File: src/rtl/ctw_pkg.sv
// Shared types, constants and compact-target expansion for the work and PoW check unit.
`default_nettype none
package ctw_pkg;

    localparam int unsigned WORD_W     = 64;
    localparam int unsigned NUM_WORDS  = 4;
    localparam int unsigned VAL_W      = 256;
    localparam int unsigned NUM_CELLS  = 64;
    localparam int unsigned CELL_STEPS = 4;
    localparam logic [31:0] LIMIT_RESET = 32'h1d00ffff;

    // One division in flight: nq shifts the dividend out at the top and the
    // quotient in at the bottom; r is the partial remainder; t is the target
    // (the divisor is t + 1).
    typedef struct packed {
        logic [VAL_W-1:0] nq;
        logic [VAL_W-1:0] r;
        logic [VAL_W-1:0] t;
        logic             tgt_ok;
        logic             pow;
    } ctw_item_t;

    typedef struct packed {
        logic [VAL_W-1:0] t;
        logic             ok;
    } ctw_exp_t;

    // Expand a compact word to a 256-bit target and flag bad encodings
    function automatic ctw_exp_t ctw_expand(input logic [31:0] bits);
        logic [7:0]       e;
        logic [22:0]      m;
        logic             neg;
        logic             ovf;
        logic [VAL_W-1:0] base;
        logic [7:0]       sh;
        ctw_exp_t         res;
        e    = bits[31:24];
        m    = bits[22:0];
        neg  = (m != 23'd0) && bits[23];
        ovf  = (m != 23'd0) && ((e > 8'd34) || ((m > 23'h0000ff) && (e > 8'd33))
                || ((m > 23'h00ffff) && (e > 8'd32)));
        base = {{(VAL_W-23){1'b0}}, m};
        sh   = e - 8'd3;
        if (e <= 8'd3)
        begin
            unique case (e[1:0])
                2'd0:    res.t = base >> 24;
                2'd1:    res.t = base >> 16;
                2'd2:    res.t = base >> 8;
                default: res.t = base;
            endcase
        end
        else if (sh < 8'd32)
        begin
            res.t = base << {sh[4:0], 3'b000};
        end
        else
        begin
            res.t = '0;
        end
        res.ok = !(neg || ovf);
        return res;
    endfunction

endpackage
`default_nettype wire

File: src/rtl/ctw_out.sv
// Output stage: adds one to the quotient and sends the work as four words.
`default_nettype none
module ctw_out (
    input  wire logic               clk,
    input  wire logic               rst_n,
    input  wire logic               load,
    input  wire ctw_pkg::ctw_item_t item,
    output logic                    free,
    output logic                    m_axis_tvalid,
    input  wire logic               m_axis_tready,
    output logic [71:0]             m_axis_tdata,   // work_word, word_index, zero pad
    output logic                    m_axis_tlast,
    output logic [1:0]              m_axis_tuser    // pow_valid, target_invalid
);
    import ctw_pkg::*;

    logic             valid_reg;
    logic [1:0]       cnt_reg;
    logic [VAL_W-1:0] work_reg;
    logic             pow_reg;
    logic             bad_reg;
    logic             take;

    assign take = m_axis_tvalid && m_axis_tready;
    assign free = !valid_reg || (take && (cnt_reg == 2'd3));

    always_ff @(posedge clk or negedge rst_n)
    begin
        if (!rst_n)
        begin
            valid_reg <= 1'b0;
            cnt_reg   <= 2'd0;
        end
        else if (load)
        begin
            valid_reg <= 1'b1;
            cnt_reg   <= 2'd0;
        end
        else if (take)
        begin
            valid_reg <= (cnt_reg != 2'd3);
            cnt_reg   <= cnt_reg + 2'd1;
        end
    end

    // work = quotient + 1, or zero for a bad encoding
    always_ff @(posedge clk)
    begin
        if (load)
        begin
            work_reg <= item.tgt_ok ? (item.nq + {{(VAL_W-1){1'b0}}, 1'b1}) : '0;
            pow_reg  <= item.pow;
            bad_reg  <= !item.tgt_ok;
        end
    end

    assign m_axis_tvalid = valid_reg;
    assign m_axis_tdata  = {6'b0, cnt_reg, work_reg[cnt_reg*WORD_W +: WORD_W]};
    assign m_axis_tlast  = (cnt_reg == 2'd3);
    assign m_axis_tuser  = {bad_reg, pow_reg};

endmodule
`default_nettype wire

File: config.mk
export PLATFORM = sky130hd
export DESIGN_NAME = ctw_out
export DESIGN_NICKNAME = d
export VERILOG_FILES = /design/src/rtl/ctw_pkg.sv /design/src/rtl/ctw_out.sv
export SDC_FILE = /design/constraint.sdc
export NUM_CORES = 1
export LEC_CHECK = 0
export BUFFER_PORTS_ARGS = -buffer_cell sky130_fd_sc_hd__buf_4
export CORE_AREA = 4 4 329 331
export DETAILED_ROUTE_END_ITERATION = 10
export DIE_AREA = 0 0 333 335
export HOLD_SLACK_MARGIN = 0.08
export PLACE_DENSITY_LB_ADDON = 0.12
export SYNTH_ARGS = -nofsm -noshare
export SYNTH_HDL_FRONTEND = slang
export SYNTH_SLANG_ARGS = --single-unit
export TNS_END_PERCENT = 1
File: constraint.sdc
create_clock -name clk -period 3.55 [get_ports clk]
set_clock_uncertainty 0.05 [all_clocks]
set_input_delay 0 -clock clk [delete_from_list [all_inputs] [get_ports clk]]
set_output_delay 0 -clock clk [all_outputs]
set_load 0.005 [all_outputs]
==> results.sh, run 1 <==
export IMPL_viasPerCell=5.54
export IMPL_p_clk_frac=0.363
export IMPL_vdd_drop_max_mv=0.246
export IMPL_synthTopCellsByCount="edfxtp_1 (258), nand4_1 (232), nor2_1 (188)"
export IMPL_areaGrowthSynthToFinish_pct=51.2
export IMPL_synth_seq_cells=261
export IMPL_path_buf_inv=7
export IMPL_avgRoutedWirePerCell_um=37.1
export IMPL_dp_hpwl_um=139000
export IMPL_gr_total_overflow=0
export IMPL_power_density_nw_per_um2=320
export IMPL_grt_pass1_vias=23800
export IMPL_synth_most_common_cell="edfxtp_1"
export IMPL_numCtsBuffers=36
export IMPL_drtIter0Drc=3176
export IMPL_drt_total_wl_um=166000
export IMPL_slew_violations=0
export IMPL_utilization=0.293
export IMPL_crit_top_cell="buf_4"
export IMPL_reg2reg_depth=3
export IMPL_ios=851
export IMPL_largest_reg_flops=256
export IMPL_critPathKind="in2reg"
export IMPL_leakage_nw=10.3
export IMPL_tightest_slew_ns=1.14
export IMPL_synth_top_area_frac=0.381
export IMPL_power_mw=9.84
export IMPL_gp_congestion=0.960
export IMPL_cts_tree="done"
export IMPL_fp_dieH_um=335
export IMPL_dieWidth_um=333
export IMPL_yosys_warnings=0
export IMPL_rrSetupSlack_ns=2.04
export IMPL_period_share=1.01
export IMPL_final_net_count=3841
export IMPL_portBuffers=332
export IMPL_fill_cells=11300
export IMPL_cts_sinks=261
export IMPL_startpoint_type="input pin"
export IMPL_first_pass_iters=5
export IMPL_drive_gt1_frac=0.268
export IMPL_synth_seq_area_share=0.384
export IMPL_cpPeakStageDelay_ns=0.58
export IMPL_preCtsSetupSlack_ns=-0.306
export IMPL_fp_coreArea_um2=105000
export IMPL_clock_fmax_ghz=0.279
export IMPL_clock_latency_ns=0.56
export IMPL_yosys_area_top_type="edfxtp_1"
export IMPL_vias=24800
export IMPL_setup_tns_ns=-0.0742
export IMPL_die_area_um2=112000
export IMPL_route_detailed_drc=0
export IMPL_syn_inst=2218
export IMPL_fp_row_count=119
export IMPL_p_sw_frac=0.309
export IMPL_synth_avg_cell_area_um2=9.17
export IMPL_cp_top_family="buffers and inverters"
export IMPL_cp_arrival_ns=3.85
export IMPL_fin_cells=4487
export IMPL_cts_setup_buffers=0
export IMPL_synth_area_um2=20300
export IMPL_crit_fanout=9
export IMPL_antenna_found_initial=20
export IMPL_ys_types=62
export IMPL_failed_checks="negative setup slack"
export IMPL_ant_nets=0
export IMPL_internal_power_mw=6.79
export IMPL_synth_edff_count=258
export IMPL_finalSetupViolCount=3
export IMPL_status="finished, violations left"
export IMPL_endpoint_kind="register"
export IMPL_pwr_share_seq=0.392
export IMPL_max_slew_margin=0.233
export IMPL_hold_start="item[726]"
export IMPL_synthFlopType="edfxtp_1"
export IMPL_grt_max_degree=88
export IMPL_crit_chain="dlygate4sd3_1, buf_4, and4_1, buf_4, nand4_1, nor4b_2, buf_4, nand4_1, buf_4, o31ai_1, dlygate4sd3_1, a21oi_1, dlygate4sd3_1"
export IMPL_synth_area_leaders="edfxtp_1 (38%), nand4_1 (7.1%), mux4_2 (7.1%), nor4_1 (5.0%), nand3_1 (3.8%)"
export IMPL_critPathSlowestCell="dlygate4sd3_1"
export IMPL_synthArstFlopShare=0.0115
export IMPL_power_switching_mw=3.04
export IMPL_rr_startpoint="cnt_reg[1]$_DFFE_PN0P_"
export IMPL_fin_crit_ns=3.59
export IMPL_rsz0062_at_grt="true"
export IMPL_grt_pass1_wl_um=219000
export IMPL_critPathRequiredTime_ns=3.81
export IMPL_hold_viol_final=0
export IMPL_combPwrFrac=0.245
export IMPL_start_util=0.194
export IMPL_clockBufferDepth=3
export IMPL_grt_util_all_layers=0.287
export IMPL_min_path_cells=4
export IMPL_drv_cap=0
export IMPL_r2r_end="cnt_reg[1]$_DFFE_PN0P_"
export IMPL_finalWorstSetupSlack_ns=-0.0365
export IMPL_cts_root_buf="clkbuf_16"
export IMPL_clkTransAtPathRegs_ns=0.05
export IMPL_placed_cells_incl_taps=4116
export IMPL_h_tree_depth=2
export IMPL_hp_class="in2reg"
export IMPL_hold_end="work_reg[212]$_SDFFCE_PN0P_"
## kinds of logic after synthesis
group / synth area share
flip-flops: 0.384
AND/OR/NAND/NOR: 0.376
adder cells (fa/ha/maj): 0.00123
other: 0.000184
AO/OA/AOI/OAI: 0.0649
multiplexers: 0.0807
XOR/XNOR: 0.0534
buffers and inverters: 0.0394
## power by group through the flow
stage	combinational [mW]	sequential (mW)	clock [mW]
floorplan	0.748	3.76	0
CTS	2.40	3.87	3.66
finish	2.41	3.86	3.57
global route	2.51	3.87	3.79
detailed placement	2.12	3.93	0
global placement	2.12	3.92	0
## stage by stage
step	hold WS, ns	area [um^2]
final	0.101	30800
after global routing	0.0958	30700
after CTS	0.0862	30600
after detailed placement	-0.257	26500
after global placement	-0.260	26500
after floorplan	-0.346	20400
## area by class of cell
cell class                      instances  area (um^2)  share of cell area
Timing Repair Buffer                  951         8040               0.261
Antenna cell                            7         17.5            0.000570
Inverter                               37          144             0.00468
Clock buffer                           42          923              0.0300
Clock inverter                         20          205             0.00667
Multi-Input combinational cell       1778        11900               0.386
Tap cell                             1391         1740              0.0566
Sequential cell                       261         7830               0.255
## per-layer routing
metal | track usage | routed length (um) | share of wire
met1 | 0.425 | 77600 | 0.47
met2 | 0.429 | 70300 | 0.42
met3 | 0.0636 | 14500 | 0.087
met4 | 0.0574 | 3870 | 0.023
met5 | 0 | 138 | 0.00083
## tightest hold or removal path, stage by stage
cell	delay, ns
buf_4	0.17
nand2_1	0.08
mux2i_1	0.10
buf_4	0.17
## worst max path at each step
stage               from                           to  slack [ns]  depth (start not counted)
2_1_floorplan  item[652]  work_reg[221]$_SDFFCE_PN0P_        0.67                          8
6_report       item[532]  work_reg[250]$_SDFFCE_PN0P_       -0.04                         13
3_3_place_gp   item[514]  work_reg[196]$_SDFFCE_PN0P_       -0.27                         11
5_1_grt        item[532]  work_reg[250]$_SDFFCE_PN0P_       -0.12                         13
3_5_place_dp   item[514]  work_reg[196]$_SDFFCE_PN0P_       -0.31                         11
4_1_cts        item[579]  work_reg[250]$_SDFFCE_PN0P_       0.007                         13
## placed cells by master, fill, tap and decap left out, types with 64 or more instances in the layout
master	instances
a21oi_1	99
nor3_1	81
dlygate4sd3_1	302
or4_1	76
buf_4	636
nor2_1	188
nor4_1	153
nand3_1	155
mux4_2	64
nand4_1	232
xnor2_1	83
edfxtp_1	258
nand2_1	168
## timing repair
action,in CTS,in global routing
endpoints found under the hold margin,322,0
resized for setup,0,21
endpoints found under the setup margin,0,19
hold buffers,302,0
No activity file was read; power rests on OpenSTA's default activity.
==> run 2, diff against run 1 <==
- ABC_AREA: unset -> 1
- CORE_AREA: 4 4 329 331 -> 2 2 333 335
- DIE_AREA: 0 0 333 335 -> 0 0 335 337
==> results.sh, run 2 <==
export IMPL_status="complete, no violations"
export IMPL_hp_class="in2reg"
export IMPL_cp_arrival_ns=3.64
export IMPL_critPathRequiredTime_ns=3.83
export IMPL_fp_row_count=122
export IMPL_final_net_count=5117
export IMPL_fp_dieH_um=337
export IMPL_synth_top_area_frac=0.347
export IMPL_synth_most_common_cell="nand2_1"
export IMPL_cpPeakStageDelay_ns=0.61
export IMPL_cts_tree="done"
export IMPL_grt_pass1_vias=25700
export IMPL_cts_sinks=261
export IMPL_critPathKind="in2reg"
export IMPL_h_tree_depth=2
export IMPL_setup_tns_ns=0
export IMPL_dieWidth_um=335
export IMPL_placed_cells_incl_taps=5392
export IMPL_max_slew_margin=0.269
export IMPL_vias=28100
export IMPL_synth_area_leaders="edfxtp_1 (35%), nand2_1 (19%), nor2_1 (19%), inv_1 (6.1%), o21ai_0 (4.5%)"
export IMPL_clock_fmax_ghz=0.297
export IMPL_areaGrowthSynthToFinish_pct=39.8
export IMPL_crit_fanout=4
export IMPL_ys_types=35
export IMPL_synthFlopType="edfxtp_1"
export IMPL_synth_area_um2=22300
export IMPL_portBuffers=332
export IMPL_hold_viol_final=0
export IMPL_finalSetupViolCount=0
export IMPL_fp_coreArea_um2=110000
export IMPL_dp_hpwl_um=145000
export IMPL_grt_max_degree=131
export IMPL_grt_util_all_layers=0.294
export IMPL_synth_edff_count=258
export IMPL_clock_latency_ns=0.58
export IMPL_ios=851
export IMPL_path_buf_inv=3
export IMPL_syn_inst=3666
export IMPL_largest_reg_flops=256
export IMPL_leakage_nw=12.6
export IMPL_synthArstFlopShare=0.0115
export IMPL_utilization=0.284
export IMPL_fin_crit_ns=3.36
export IMPL_synth_avg_cell_area_um2=6.08
export IMPL_vdd_drop_max_mv=0.326
export IMPL_numCtsBuffers=36
export IMPL_tightest_slew_ns=1.09
export IMPL_drive_gt1_frac=0.118
export IMPL_crit_chain="dlygate4sd3_1, buf_4, nand2_1, nor2_1, nand2_1, nor2_1, nand2_1, nor2_2, nand2_1, nor2_1, nand2_1, nand2_1, nor2_1, dlygate4sd3_1"
export IMPL_avgRoutedWirePerCell_um=29.5
export IMPL_drv_cap=0
export IMPL_viasPerCell=4.85
export IMPL_rr_startpoint="cnt_reg[0]$_DFFE_PN0P_"
export IMPL_final_common_cell="nand2_1"
export IMPL_rsz0062_at_grt="false"
export IMPL_synth_seq_area_share=0.351
export IMPL_final_cell_mix="nand2_1 (1128), nor2_1 (1107), buf_4 (362), inv_1 (361), dlygate4sd3_1 (337)"
export IMPL_power_density_nw_per_um2=319
export IMPL_first_pass_iters=6
export IMPL_period_share=0.947
export IMPL_crit_top_cell="nand2_1"
export IMPL_grt_pass1_wl_um=222000
export IMPL_cts_repair_resized=0
export IMPL_fin_hold_ws_ns=0.0420
export IMPL_endpoint_kind="register"
export IMPL_critPathSlowestCell="nor2_1"
export IMPL_ant_nets=0
export IMPL_yosys_warnings=0
export IMPL_fin_cells=5795
export IMPL_hold_start="item[1]"
export IMPL_cts_root_buf="clkbuf_16"
export IMPL_synthTopCellsByCount="nand2_1 (1128), nor2_1 (1107), inv_1 (363)"
export IMPL_synth_seq_cells=261
export IMPL_slew_violations=0
export IMPL_drt_total_wl_um=171000
export IMPL_gr_total_overflow=0
export IMPL_yosys_area_top_type="edfxtp_1"
export IMPL_die_area_um2=113000
export IMPL_drtIter0Drc=3283
export IMPL_clockBufferDepth=3
export IMPL_startpoint_type="input pin"
export IMPL_startpoint="item[562]"
export IMPL_clkTransAtPathRegs_ns=0.05
export IMPL_cp_top_family="simple AND/OR/NAND/NOR gates"
export IMPL_start_util=0.203
export IMPL_gp_congestion=1.02
export IMPL_antenna_found_initial=10
export IMPL_route_detailed_drc=0
run 2: cell type report:
cell class	instances	area (um^2)
Clock inverter	17	168
Sequential cell	261	7830
Timing Repair Buffer	709	6280
Multi-Input combinational cell	2967	12800
Clock buffer	44	931
Inverter	366	1380
Antenna cell	5	12.5
Fill cell	12400	78400
Tap cell	1426	1780
run 2: cells by family (layout without fill, tap and decap cells):
logic type,count (synthesis),count (layout),share of synthesized area
compound gates,410,410,0.101
xor+xnor,38,38,0.0149
fa+ha+maj,2,2,0.00112
buf+inv,443,1136,0.0759
flops,261,261,0.351
other cells,1,11,0.000168
simple gates,2511,2511,0.456
run 2: stage by stage:
stage          power (mW)  area [um^2]  setup slack [ns]
5_1_grt              10.2        31200             0.126
2_1_floorplan        4.46        22300              1.97
6_report             9.94        31200             0.187
3_3_place_gp         6.05        26700             0.649
4_1_cts              9.99        31200             0.367
3_5_place_dp         6.04        26700             0.673
run 2: layer usage:
| metal | vias up | GRT usage | part of all wire | wire length, um |
|---|---|---|---|---|
| met5 | - | 0 | 0.000076 | 13 |
| met4 | 2 | 0.102 | 0.039 | 6730 |
| met3 | 198 | 0.0325 | 0.074 | 12600 |
| met2 | 1348 | 0.432 | 0.41 | 69800 |
| met1 | 13600 | 0.441 | 0.48 | 81800 |
| li1 | 13000 | - | - | - |
run 2: path summary, 6_finish.rpt:
path | end | slack (ns) | cells after the start
worst max-delay path | work_reg[255]$_SDFFCE_PN0P_ | 0.19 | 14
worst min-delay path | work_reg[13]$_SDFFCE_PN0P_ | 0.04 | 4
worst max register to register | m_axis_tvalid$_DFFE_PN0P_ | 1.37 | 6
worst min register to register | cnt_reg[0]$_DFFE_PN0P_ | 0.60 | 3
max in group asynchronous | cnt_reg[0]$_DFFE_PN0P_ | 3.04 | 3
min in group asynchronous | m_axis_tvalid$_DFFE_PN0P_ | 0.25 | 3
run 2: power breakdown:
part           total [mW]  internal (mW)  switching, mW
combinational        2.56          0.928           1.63
sequential           3.74           3.66         0.0828
clock                3.63           2.02           1.61
run 2: worst min-delay path, cell delays in order:
cell	delay [ns]
buf_6	0.11
buf_12	0.20
nand2_1	0.13
nor2_1	0.04
run 2: timing repair:
item                                   CTS  global route
buffers inserted                         0             0
endpoints found under the hold margin  334             0
setup endpoints to repair                0             0
hold buffers                           337             0
==> run 3, diff against run 2 <==
- clock period: 3.55 -> 4.1 ns (I/O delays scaled with it)
==> results.sh, run 3 (synthesis results as in run 2) <==
export IMPL_status="complete, no violations"
export IMPL_grt_max_degree=99
export IMPL_hp_class="in2reg"
export IMPL_period_share=0.865
export IMPL_ant_nets=0
export IMPL_gp_congestion=1.02
export IMPL_numCtsBuffers=36
export IMPL_drv_cap=0
export IMPL_h_tree_depth=2
export IMPL_endpoint_kind="register"
export IMPL_grt_pass1_vias=25300
export IMPL_final_cell_mix="nand2_1 (1128), nor2_1 (1107), inv_1 (361), buf_4 (351), dlygate4sd3_1 (312)"
export IMPL_cpPeakStageDelay_ns=0.70
export IMPL_reg2reg_depth=4
export IMPL_slew_violations=0
export IMPL_viasPerCell=4.83
export IMPL_tightest_slew_ns=0.986
export IMPL_final_net_count=5078
export IMPL_ios=851
export IMPL_start_util=0.203
export IMPL_grt_pass1_wl_um=224000
export IMPL_drive_gt1_frac=0.118
export IMPL_gr_total_overflow=0
export IMPL_drt_total_wl_um=172000
export IMPL_cts_sinks=261
export IMPL_vias=27800
export IMPL_power_mw=8.73
export IMPL_route_detailed_drc=0
export IMPL_grt_util_all_layers=0.297
export IMPL_clock_latency_ns=0.60
export IMPL_largest_reg_flops=256
export IMPL_finalSetupViolCount=0
export IMPL_fp_dieH_um=337
export IMPL_crit_fanout=5
export IMPL_clockBufferDepth=3
export IMPL_avgRoutedWirePerCell_um=30.0
export IMPL_fin_hold_ws_ns=0.109
export IMPL_power_density_nw_per_um2=283
export IMPL_fill_cells=12400
export IMPL_clkTransAtPathRegs_ns=0.06
export IMPL_antenna_found_initial=10
export IMPL_rsz0062_at_grt="false"
export IMPL_cts_root_buf="clkbuf_16"
export IMPL_die_area_um2=113000
export IMPL_crit_top_cell="nor2_1"
export IMPL_startpoint_type="input pin"
export IMPL_cts_repair_resized=0
export IMPL_areaGrowthSynthToFinish_pct=38.3
export IMPL_cp_arrival_ns=3.83
export IMPL_setup_tns_ns=0
export IMPL_drtIter0Drc=3317
export IMPL_cts_tree="done"
export IMPL_first_pass_iters=5
export IMPL_fp_row_count=122
export IMPL_critPathKind="in2reg"
export IMPL_multi_input_area_um2=12800
export IMPL_dp_hpwl_um=147000
export IMPL_final_common_cell="nand2_1"
export IMPL_critPathSlowestCell="nor2_1"
export IMPL_vdd_drop_max_mv=0.246
export IMPL_clock_fmax_ghz=0.282
export IMPL_min_path_cells=3
export IMPL_crit_chain="dlygate4sd3_1, buf_4, nand2_1, nor2_1, nand2_1, nor2_1, nand3_1, nor2_1, nand3_1, nand2_1, dlygate4sd3_1, nor2_1"
export IMPL_place_area_um2=26600
export IMPL_hold_viol_final=0
export IMPL_leakage_nw=12.4
export IMPL_dieWidth_um=335
export IMPL_critPathRequiredTime_ns=4.39
export IMPL_finalInstanceArea_um2=30900
export IMPL_seq_area_um2=7830
export IMPL_portBuffers=332
export IMPL_max_slew_margin=0.343
export IMPL_fp_coreArea_um2=110000
export IMPL_fin_crit_ns=3.54
==> run 3: cell types whose count changed in the layout (fill, tap and decap cells not counted) <==
| cell | previous run | this run |
|---|---|---|
| dlygate4sd3_1 | 337 | 312 |
| buf_4 | 362 | 351 |
| diode_2 | 5 | 1 |
| buf_12 | 8 | 5 |
| clkinv_2 | 4 | 7 |
| bufinv_16 | 2 | 4 |
| clkbuf_1 | 8 | 6 |
| clkinvlp_4 | 1 | 3 |
| clkinv_1 | 6 | 5 |
| clkinv_4 | 1 | 0 |
| inv_2 | 3 | 2 |
| inv_4 | 1 | 2 |
==> run 3: cell type report <==
class	instances	share of cell area
Inverter	366	0.0447
Clock inverter	22	0.00795
Multi-Input combinational cell	2967	0.415
Sequential cell	261	0.254
Clock buffer	42	0.0299
Timing Repair Buffer	670	0.191
Tap cell	1426	0.0578
Antenna cell	1	0.0000811
==> run 3: repair_timing <==
action | CTS | global route
hold buffers | 312 | 0
hold endpoints to repair | 337 | 0
setup buffers | 0 | 0
==> run 3: power by group <==
group	switching (mW)	internal [mW]	total, mW	leakage [nW]
combinational	1.42	0.769	2.19	9.33
sequential	0.0817	3.17	3.25	2.52
clock	1.41	1.88	3.29	0.565
==> run 3: worst paths after layout <==
kind                       slack [ns]                     endpoint                      start
min in group asynchronous        0.24    m_axis_tvalid$_DFFE_PN0P_                      rst_n
max in group asynchronous        3.58       cnt_reg[0]$_DFFE_PN0P_                      rst_n
setup reg to reg                 2.12       cnt_reg[0]$_DFFE_PN0P_     cnt_reg[0]$_DFFE_PN0P_
setup / recovery                 0.56  work_reg[148]$_SDFFCE_PN0P_                  item[555]
hold reg to reg                  0.51    m_axis_tvalid$_DFFE_PN0P_  m_axis_tvalid$_DFFE_PN0P_
hold / removal                   0.11   work_reg[56]$_SDFFCE_PN0P_                    item[1]
==> run 3: metrics by stage <==
step	utilization	worst slack (ns)	instances
4_1_cts	0.281	0.804	5754
5_1_grt	0.281	0.578	5754
3_5_place_dp	0.242	1.19	5378
6_report	0.281	0.555	5755
3_3_place_gp	0.242	1.18	5378
2_1_floorplan	-	2.52	3671
==> run 3: worst max-delay path: cells and delay by family <==
| kind | cells | cell delay (ns) |
|---|---|---|
| buffers and inverters | 3 | 1.25 |
| and+or+nand+nor | 9 | 2.57 |
==> run 3: layer usage <==
layer,wire (um),GRT usage
met1,83600,0.447
met2,71000,0.437
met3,11800,0.0368
met4,5960,0.0922
met5,55,0
